--- config.mk ---
export PLATFORM = sky130hd
export DESIGN_NAME = e2q_cordic
export DESIGN_NICKNAME = d
export VERILOG_FILES = /design/src/e2q_pkg.sv /design/src/e2q_cordic.sv
export SDC_FILE = /design/constraint.sdc
export NUM_CORES = 2
export LEC_CHECK = 0
export ABC_AREA = 0
export ABC_CLOCK_PERIOD_IN_PS = 5700
export BUFFER_PORTS_ARGS = -buffer_cell sky130_fd_sc_hd__buf_2
export CORE_ASPECT_RATIO = 1.1
export CORE_MARGIN = 4
export CORE_UTILIZATION = 52
export CTS_BUF_LIST = sky130_fd_sc_hd__clkbuf_8
export DETAILED_ROUTE_END_ITERATION = 6
export HOLD_SLACK_MARGIN = 0.1
export PLACE_DENSITY = 0.66
export SLEW_MARGIN = 20
export SYNTH_ARGS = -nofsm -noshare
export SYNTH_HDL_FRONTEND = slang
export SYNTH_SLANG_ARGS = --single-unit
export TNS_END_PERCENT = 30
--- constraint.sdc ---
create_clock -name clock -period 5.7 [get_ports clock]
set_clock_uncertainty 0.1 [all_clocks]
set_input_delay 0.855 -clock clock [delete_from_list [all_inputs] [get_ports clock]]
set_output_delay 0.855 -clock clock [all_outputs]
set_load 0.02 [all_outputs]
--- src/e2q_pkg.sv ---
`timescale 1ns / 1ps
package e2q_pkg;
   localparam int ANGLE_BITS     = 16;
   localparam int COMPONENT_BITS = 16;
   localparam int CORDIC_STAGES  = 14;
   localparam int TABLE_LEN      = 30;
   localparam int CW             = 34;

   localparam logic signed [CW-1:0] GAIN_Q30    = 34'sd652032874;
   localparam logic signed [CW-1:0] HALF_PI_Q30 = 34'sd1686629713;
   localparam logic signed [CW-1:0] PI_Q30      = 34'sd3373259426;

   localparam logic signed [CW-1:0] ATAN_Q30 [TABLE_LEN] = '{
      34'sd843314857, 34'sd497837829, 34'sd263043837, 34'sd133525159, 34'sd67021687,
      34'sd33543516, 34'sd16775851, 34'sd8388437, 34'sd4194283, 34'sd2097149,
      34'sd1048576, 34'sd524288, 34'sd262144, 34'sd131072, 34'sd65536,
      34'sd32768, 34'sd16384, 34'sd8192, 34'sd4096, 34'sd2048,
      34'sd1024, 34'sd512, 34'sd256, 34'sd128, 34'sd64,
      34'sd32, 34'sd16, 34'sd8, 34'sd4, 34'sd2
   };

   function automatic int run_stages(input int stages);
      return (stages < TABLE_LEN) ? stages : TABLE_LEN;
   endfunction

   function automatic logic signed [31:0] mul_q30(input logic signed [31:0] a,
                                                   input logic signed [31:0] b);
      logic signed [63:0] prod;
      logic signed [63:0] sum;
      prod = a * b;
      sum  = prod + 64'sd536870912;
      return sum[61:30];
   endfunction
endpackage

--- src/e2q_cordic.sv ---
`timescale 1ns / 1ps
module e2q_cordic #(
   parameter int ANGLE_BITS    = e2q_pkg::ANGLE_BITS,
   parameter int CORDIC_STAGES = e2q_pkg::CORDIC_STAGES
) (
   input  logic                                              clock,
   input  logic [e2q_pkg::run_stages(CORDIC_STAGES):0]       adv,
   input  logic signed [ANGLE_BITS-1:0]                      angle,
   output logic signed [31:0]                                cos_q30,
   output logic signed [31:0]                                sin_q30
);
   localparam int NRUN = e2q_pkg::run_stages(CORDIC_STAGES);
   localparam int SH   = 32 - ANGLE_BITS;
   localparam int CW   = e2q_pkg::CW;

   logic signed [CW-1:0] x_ff [0:NRUN];
   logic signed [CW-1:0] y_ff [0:NRUN];
   logic signed [CW-1:0] z_ff [0:NRUN];
   logic                 neg_ff [0:NRUN];

   logic signed [CW-1:0] h;
   logic signed [CW-1:0] z_in;
   logic                 neg_in;

   always_comb begin
      h = CW'(angle) <<< SH;
      if (h > e2q_pkg::HALF_PI_Q30) begin
         z_in   = e2q_pkg::PI_Q30 - h;
         neg_in = 1'b1;
      end else if (h < -e2q_pkg::HALF_PI_Q30) begin
         z_in   = -e2q_pkg::PI_Q30 - h;
         neg_in = 1'b1;
      end else begin
         z_in   = h;
         neg_in = 1'b0;
      end
   end

   always_ff @(posedge clock) begin
      if (adv[0]) begin
         x_ff[0]   <= e2q_pkg::GAIN_Q30;
         y_ff[0]   <= '0;
         z_ff[0]   <= z_in;
         neg_ff[0] <= neg_in;
      end
   end

   for (genvar k = 1; k <= NRUN; k++) begin : g_iter
      logic signed [CW-1:0] xs, ys;
      assign xs = x_ff[k-1] >>> (k-1);
      assign ys = y_ff[k-1] >>> (k-1);
      always_ff @(posedge clock) begin
         if (adv[k]) begin
            neg_ff[k] <= neg_ff[k-1];
            if (!z_ff[k-1][CW-1]) begin
               x_ff[k] <= x_ff[k-1] - ys;
               y_ff[k] <= y_ff[k-1] + xs;
               z_ff[k] <= z_ff[k-1] - e2q_pkg::ATAN_Q30[k-1];
            end else begin
               x_ff[k] <= x_ff[k-1] + ys;
               y_ff[k] <= y_ff[k-1] - xs;
               z_ff[k] <= z_ff[k-1] + e2q_pkg::ATAN_Q30[k-1];
            end
         end
      end
   end

   assign cos_q30 = neg_ff[NRUN] ? -x_ff[NRUN][31:0] : x_ff[NRUN][31:0];
   assign sin_q30 = y_ff[NRUN][31:0];
endmodule

## Word level (Yosys, flattened, before mapping)

Memory sizes are Yosys's and may differ from the RTL's.
Cells that the tools add are included.

| word-level totals | value |
|---|---|
| RAM bits | 1545 |
| latch bits | 0 |
| word-level logic and storage cells | 295 |
| output and inout bits | 64 |
| bits in registers | 0 |
| input bits | 32 |
| ROM bits | 0 |
| memories kept | 4 |

Memories:

| memory | depth | width | rd ports | clocked after memory_dff | write ports | RTL line | text |
|---|---|---|---|---|---|---|---|
| x_ff | 15 | 34 | 15 | 0 | 15 | e2q_cordic.sv:16 | `logic signed [CW-1:0] x_ff [0:NRUN];` |
| y_ff | 15 | 34 | 15 | 0 | 15 | e2q_cordic.sv:17 | `logic signed [CW-1:0] y_ff [0:NRUN];` |
| z_ff | 15 | 34 | 14 | 0 | 15 | e2q_cordic.sv:18 | `logic signed [CW-1:0] z_ff [0:NRUN];` |
| neg_ff | 15 | 1 | 15 | 0 | 15 | e2q_cordic.sv:19 | `logic neg_ff [0:NRUN];` |

| cells by class | value |
|---|---|
| magnitude comparators | 2 |
| equal/unequal tests | 0 |
| multiply operators | 0 |
| bitwise operators | 42 |
| mux-type cells | 161 |
| reduce and logical (&&, ||, !) cells | 0 |
| shift-type cells | 0 |
| divide/modulo/power cells | 0 |
| add/sub/neg operators | 86 |

Operator list:

| operator | count |
|---|---|
| $mux W34 | 44 |
| $mux W1 | 116 |
| $add A34 B21 Y34 | 2 |
| $add A34 B22 Y34 | 2 |
| $add A34 B22 Y34 const B | 2 |
| $add A34 B23 Y34 | 2 |
| $add A34 B24 Y34 | 2 |
| $add A34 B25 Y34 | 2 |
| $add A34 B26 Y34 | 2 |
| $add A34 B27 Y34 | 2 |
| $add A34 B28 Y34 | 2 |
| $add A34 B29 Y34 | 2 |
| $add A34 B30 Y34 | 2 |
| $add A34 B31 Y34 | 2 |
| $add A34 B32 Y34 | 2 |
| $add A34 B33 Y34 | 2 |
| $sub A33 B32 Y34 const A | 2 |
| $sub A34 B21 Y34 | 2 |
| $sub A34 B22 Y34 | 2 |
| $sub A34 B22 Y34 const B | 2 |
| $sub A34 B23 Y34 | 2 |
| $sub A34 B24 Y34 | 2 |
| $sub A34 B25 Y34 | 2 |
| $sub A34 B26 Y34 | 2 |
| 38 further kinds | 87 |

## Depth between registers and ports, before layout

An unclocked memory read counts as a cell.

| depth | value |
|---|---|
| word-level depth | 5 |
| mapped depth | 23 |
| depth with buffers taken out | 23 |

## Worst setup path before layout

OpenSTA, ideal clock, no wires.

| timing path | value |
|---|---|
| path type | input to register |
| start point | input port adv[13] (netlist name) |
| end point | memory x_ff[13][30], data pin |
| stages | 17 |
| setup time | 0.263 ns |
| required time | 5.337 ns |
| buffers on the path | 2 |
| setup slack | 0.405 ns |
| arrival time | 4.932 ns |
| path through | and2_1 -> clkbuf_1 -> clkinv_1 -> clkbuf_1 -> o21ai_0 -> fa_1 -> a21o_1 -> a21oi_1 -> o21bai_1 -> a2111oi_0 -> o41ai_1 -> a221o_1 -> a221o_1 -> a21oi_1 -> nor2b_1 -> o32ai_1 -> xnor2_1 |

RTL lines:

| item | RTL line | text |
|---|---|---|
| start, declared | e2q_cordic.sv:7 | `input logic [e2q_pkg::run_stages(CORDIC_STAGES):0] adv,` |
| end, declared | e2q_cordic.sv:16 |  |

==> impl_metrics.json <==
{
  "status": "finished, final reports clean",
  "grt_setup_unrepaired": "false",
  "synth_commonest_cells": "1236 x edfxtp_1, 1173 x ha_1, 1087 x xnor2_1",
  "rr_worst_depth": 17,
  "fin_setup_tns_ns": 0,
  "yosysSeqAreaShare": 0.3546,
  "synth_compound_area_frac": 0.2019,
  "ios": 96,
  "synth_edf_count": 1236,
  "r2r_slack_ns": 0.26,
  "clk_latency_ns": 0.99,
  "antenna_found_initial": 5,
  "required_ns": 6.33,
  "cp.arrival_ns": 6.06,
  "drtIter0Drc": 5941,
  "synth.area.mux_share": 0.008655,
  "cts_tree": "done",
  "areaGrowthSynthToFinish_pct": 8.384,
  "dp_hpwl_mm": 222.8,
  "drv_slew": 0,
  "wl_per_cell_um": 20.04,
  "syn_nets": 12090,
  "synthCells": 10850,
  "hold_viol": 0,
  "worst_pin_slew_ns": 1.024,
  "worstSetupEndpoint": "x_ff[5][32]$_DFFE_PP_",
  "die-area_um2": 208500,
  "yosys_warnings": 0,
  "post_drt_via_cell_ratio": 5.976,
  "core_area_um2": 199900,
  "syn_area_per_cell_um2": 9.646,
  "yosysMostFrequentCell": "edfxtp_1",
  "ant_nets": 0,
  "die_y_um": 478.5,
  "routed_wl_mm": 279.3,
  "critPathLaunch": "y_ff[4][4]$_DFFE_PP_",
  "slew_headroom": 0.3176,
  "grt_pass1_wl_mm": 439.3,
  "finalSetupViolCount": 0,
  "synthAdderAreaFrac": 0.1469,
  "initial_core_util": 0.5235,
  "cp-end-kind": "flop",
  "async_flop_share": 0,
  "synth_cell_types": 90,
  "htreeDepth": 4,
  "yosysTopAreaCellShare": 0.3546,
  "rows": 172,
  "cts_buffer_depth": 3,
  "timing.rr.start": "y_ff[4][4]$_DFFE_PP_",
  "fp.dieW_um": 435.8,
  "clock.fmax_mhz": 184.0,
  "grt_start_max_net_pins": 78,
  "grt-ovfl-total": 0,
  "syn-cell-area_um2": 104700,
  "synthXorXnorAreaFrac": 0.1346,
  "drive_above_1_share": 0.05948,
  "hold_class": "in -> reg",
  "first_pass_iters": 7,
  "synth-seq-cells": 1236,
  "synth_top_family_by_area": "compound AO/OA/AOI/OAI gates",
  "first_global_vias": 81260,
  "drt_drc_violations_left": 0,
  "grt_usage": 0.2596,
  "period_minus_slack_ns": 5.435,
  "port_buffers": 95,
  "synth_flop_cell": "edfxtp_1",
  "startpoint_type": "flop",
  "critPathKind": "reg -> reg",
  "finalWeightedCongestion": 0.9544,
  "synth_top_cell_by_area": "edfxtp_1",
  "min_period_over_period": 0.9535,
  "clkSinkCount": 1236,
  "synth-simple-area-share": 0.1311,
  "synthTopCellsByArea": "edfxtp_1 35%, ha_1 14%, xnor2_1 9.1%, a21oi_1 5.1%, xor2_1 4.4%",
  "vias": 83250,
  "rr_endpoint": "x_ff[5][32]$_DFFE_PP_",
  "nets": 12380,
  "clk_pin_slew_ns": 0.06,
  "cts_root_buffer": "clkbuf_8",
  "cap_violations": 0,
  "numCtsBuffers": 218,
  "cp_max_fo": 5
}
## routing by layer
| metal | track usage | routed length [um] |
|---|---|---|
| met1 | 0.3304 | 121700 |
| met5 | 0 | 0 |
| met2 | 0.4534 | 135000 |
| met3 | 0.03531 | 13470 |
| met4 | 0.08917 | 9163 |
## registers in the layout, summed over array words and instances (netlist names)
register / cells
y_ff: 441
x_ff: 414
z_ff: 367
neg_ff: 14
## cells by family after synthesis
family / after synthesis
compound gates: 3313
simple gates: 2782
xor+xnor: 1609
flops: 1236
fa+ha+maj: 1208
buf+inv: 617
mux: 86
## layout make-up
type | count | area, um^2
flip-flops and latches | 1236 | 37120
fillers | 17580 | 86490
well taps | 2610 | 3266
multi-input cells | 8998 | 65280
clock buffers | 223 | 3069
diodes | 7 | 17.52
repair buffers | 233 | 1627
inverters | 449 | 1685
clock inverters | 176 | 1386
## worst min path at each step
stage	startpoint	to	slack, ns	cells past startpoint
finish	adv[0]	z_ff[0][29]$_DFFE_PP_	0.25	1
global route	angle[5]	z_ff[0][23]$_DFFE_PP_	0.20	3
CTS	adv[0]	z_ff[0][29]$_DFFE_PP_	0.13	1
detailed placement	neg_ff[1][3]$_DFFE_PP_	neg_ff[1][4]$_DFFE_PP_	0.31	0
global placement	neg_ff[1][1]$_DFFE_PP_	neg_ff[1][2]$_DFFE_PP_	0.30	0
floorplan	neg_ff[0][1]$_DFFE_PP_	neg_ff[0][2]$_DFFE_PP_	0.30	0
## placed cells by master, fill, tap and decap left out, types with 55 or more instances in the layout
master       n
o21bai_1   140
clkinv_1    55
clkbuf_8   223
o21a_1     155
or3_1      105
nand3_1    193
or2_2       58
a21oi_1   1074
nand4_1     63
a21o_1     576
a211oi_1    98
nand2b_1   204
nor3_1     260
and3_1      93
buf_4      128
edfxtp_1  1236
nor2b_1    157
inv_1      485
nor4_1      70
o31ai_1    136
a31oi_1    101
nand2_1    590
xnor2_1   1087
buf_2       85
ha_1      1173
o21ai_0    585
xor2_1     522
nor2_1     778
## critical path, cell delays in order (launching register included)
cell and delay, ns:
edfxtp_1 0.43, inv_1 0.08, ha_1 0.16, nand2b_1 0.10
or4b_2 0.69, o41ai_1 0.36, xnor2_1 0.17, ha_1 0.30
a21o_1 0.18, a21oi_1 0.17, o311ai_0 0.31, a2111oi_1 0.77
nor4b_1 0.20, o31a_1 0.35, o2111ai_1 0.25, nand2_1 0.13
a311oi_1 0.33, xnor2_1 0.10
## per-stage QoR
step	hold WS (ns)	worst slack [ns]	utilization	std cells	area (um^2)
final	0.2537	0.2649	0.5674	13930	113400
after global routing	0.2014	0.002655	0.5674	13930	113400
after CTS	0.1264	0.1803	0.5671	13930	113400
after detailed placement	0.3054	0.2361	0.5440	13510	108800
after global placement	0.3010	0.2951	0.5440	13510	108800
after floorplan	0.3003	0.4052	-	10850	104700
## timing repair
| action | 4_1_cts | 5_1_grt |
|---|---|---|
| hold buffers | 16 | 0 |
| endpoints found under the setup margin | 0 | 10 |
| endpoints found under the hold margin | 29 | 0 |
| gates resized for setup | 0 | 9 |
| buffers inserted | 0 | 0 |
Power is left out: the tool's default activity adds up to more than one toggle a clock period on the data nets, which glitch-free logic cannot reach.
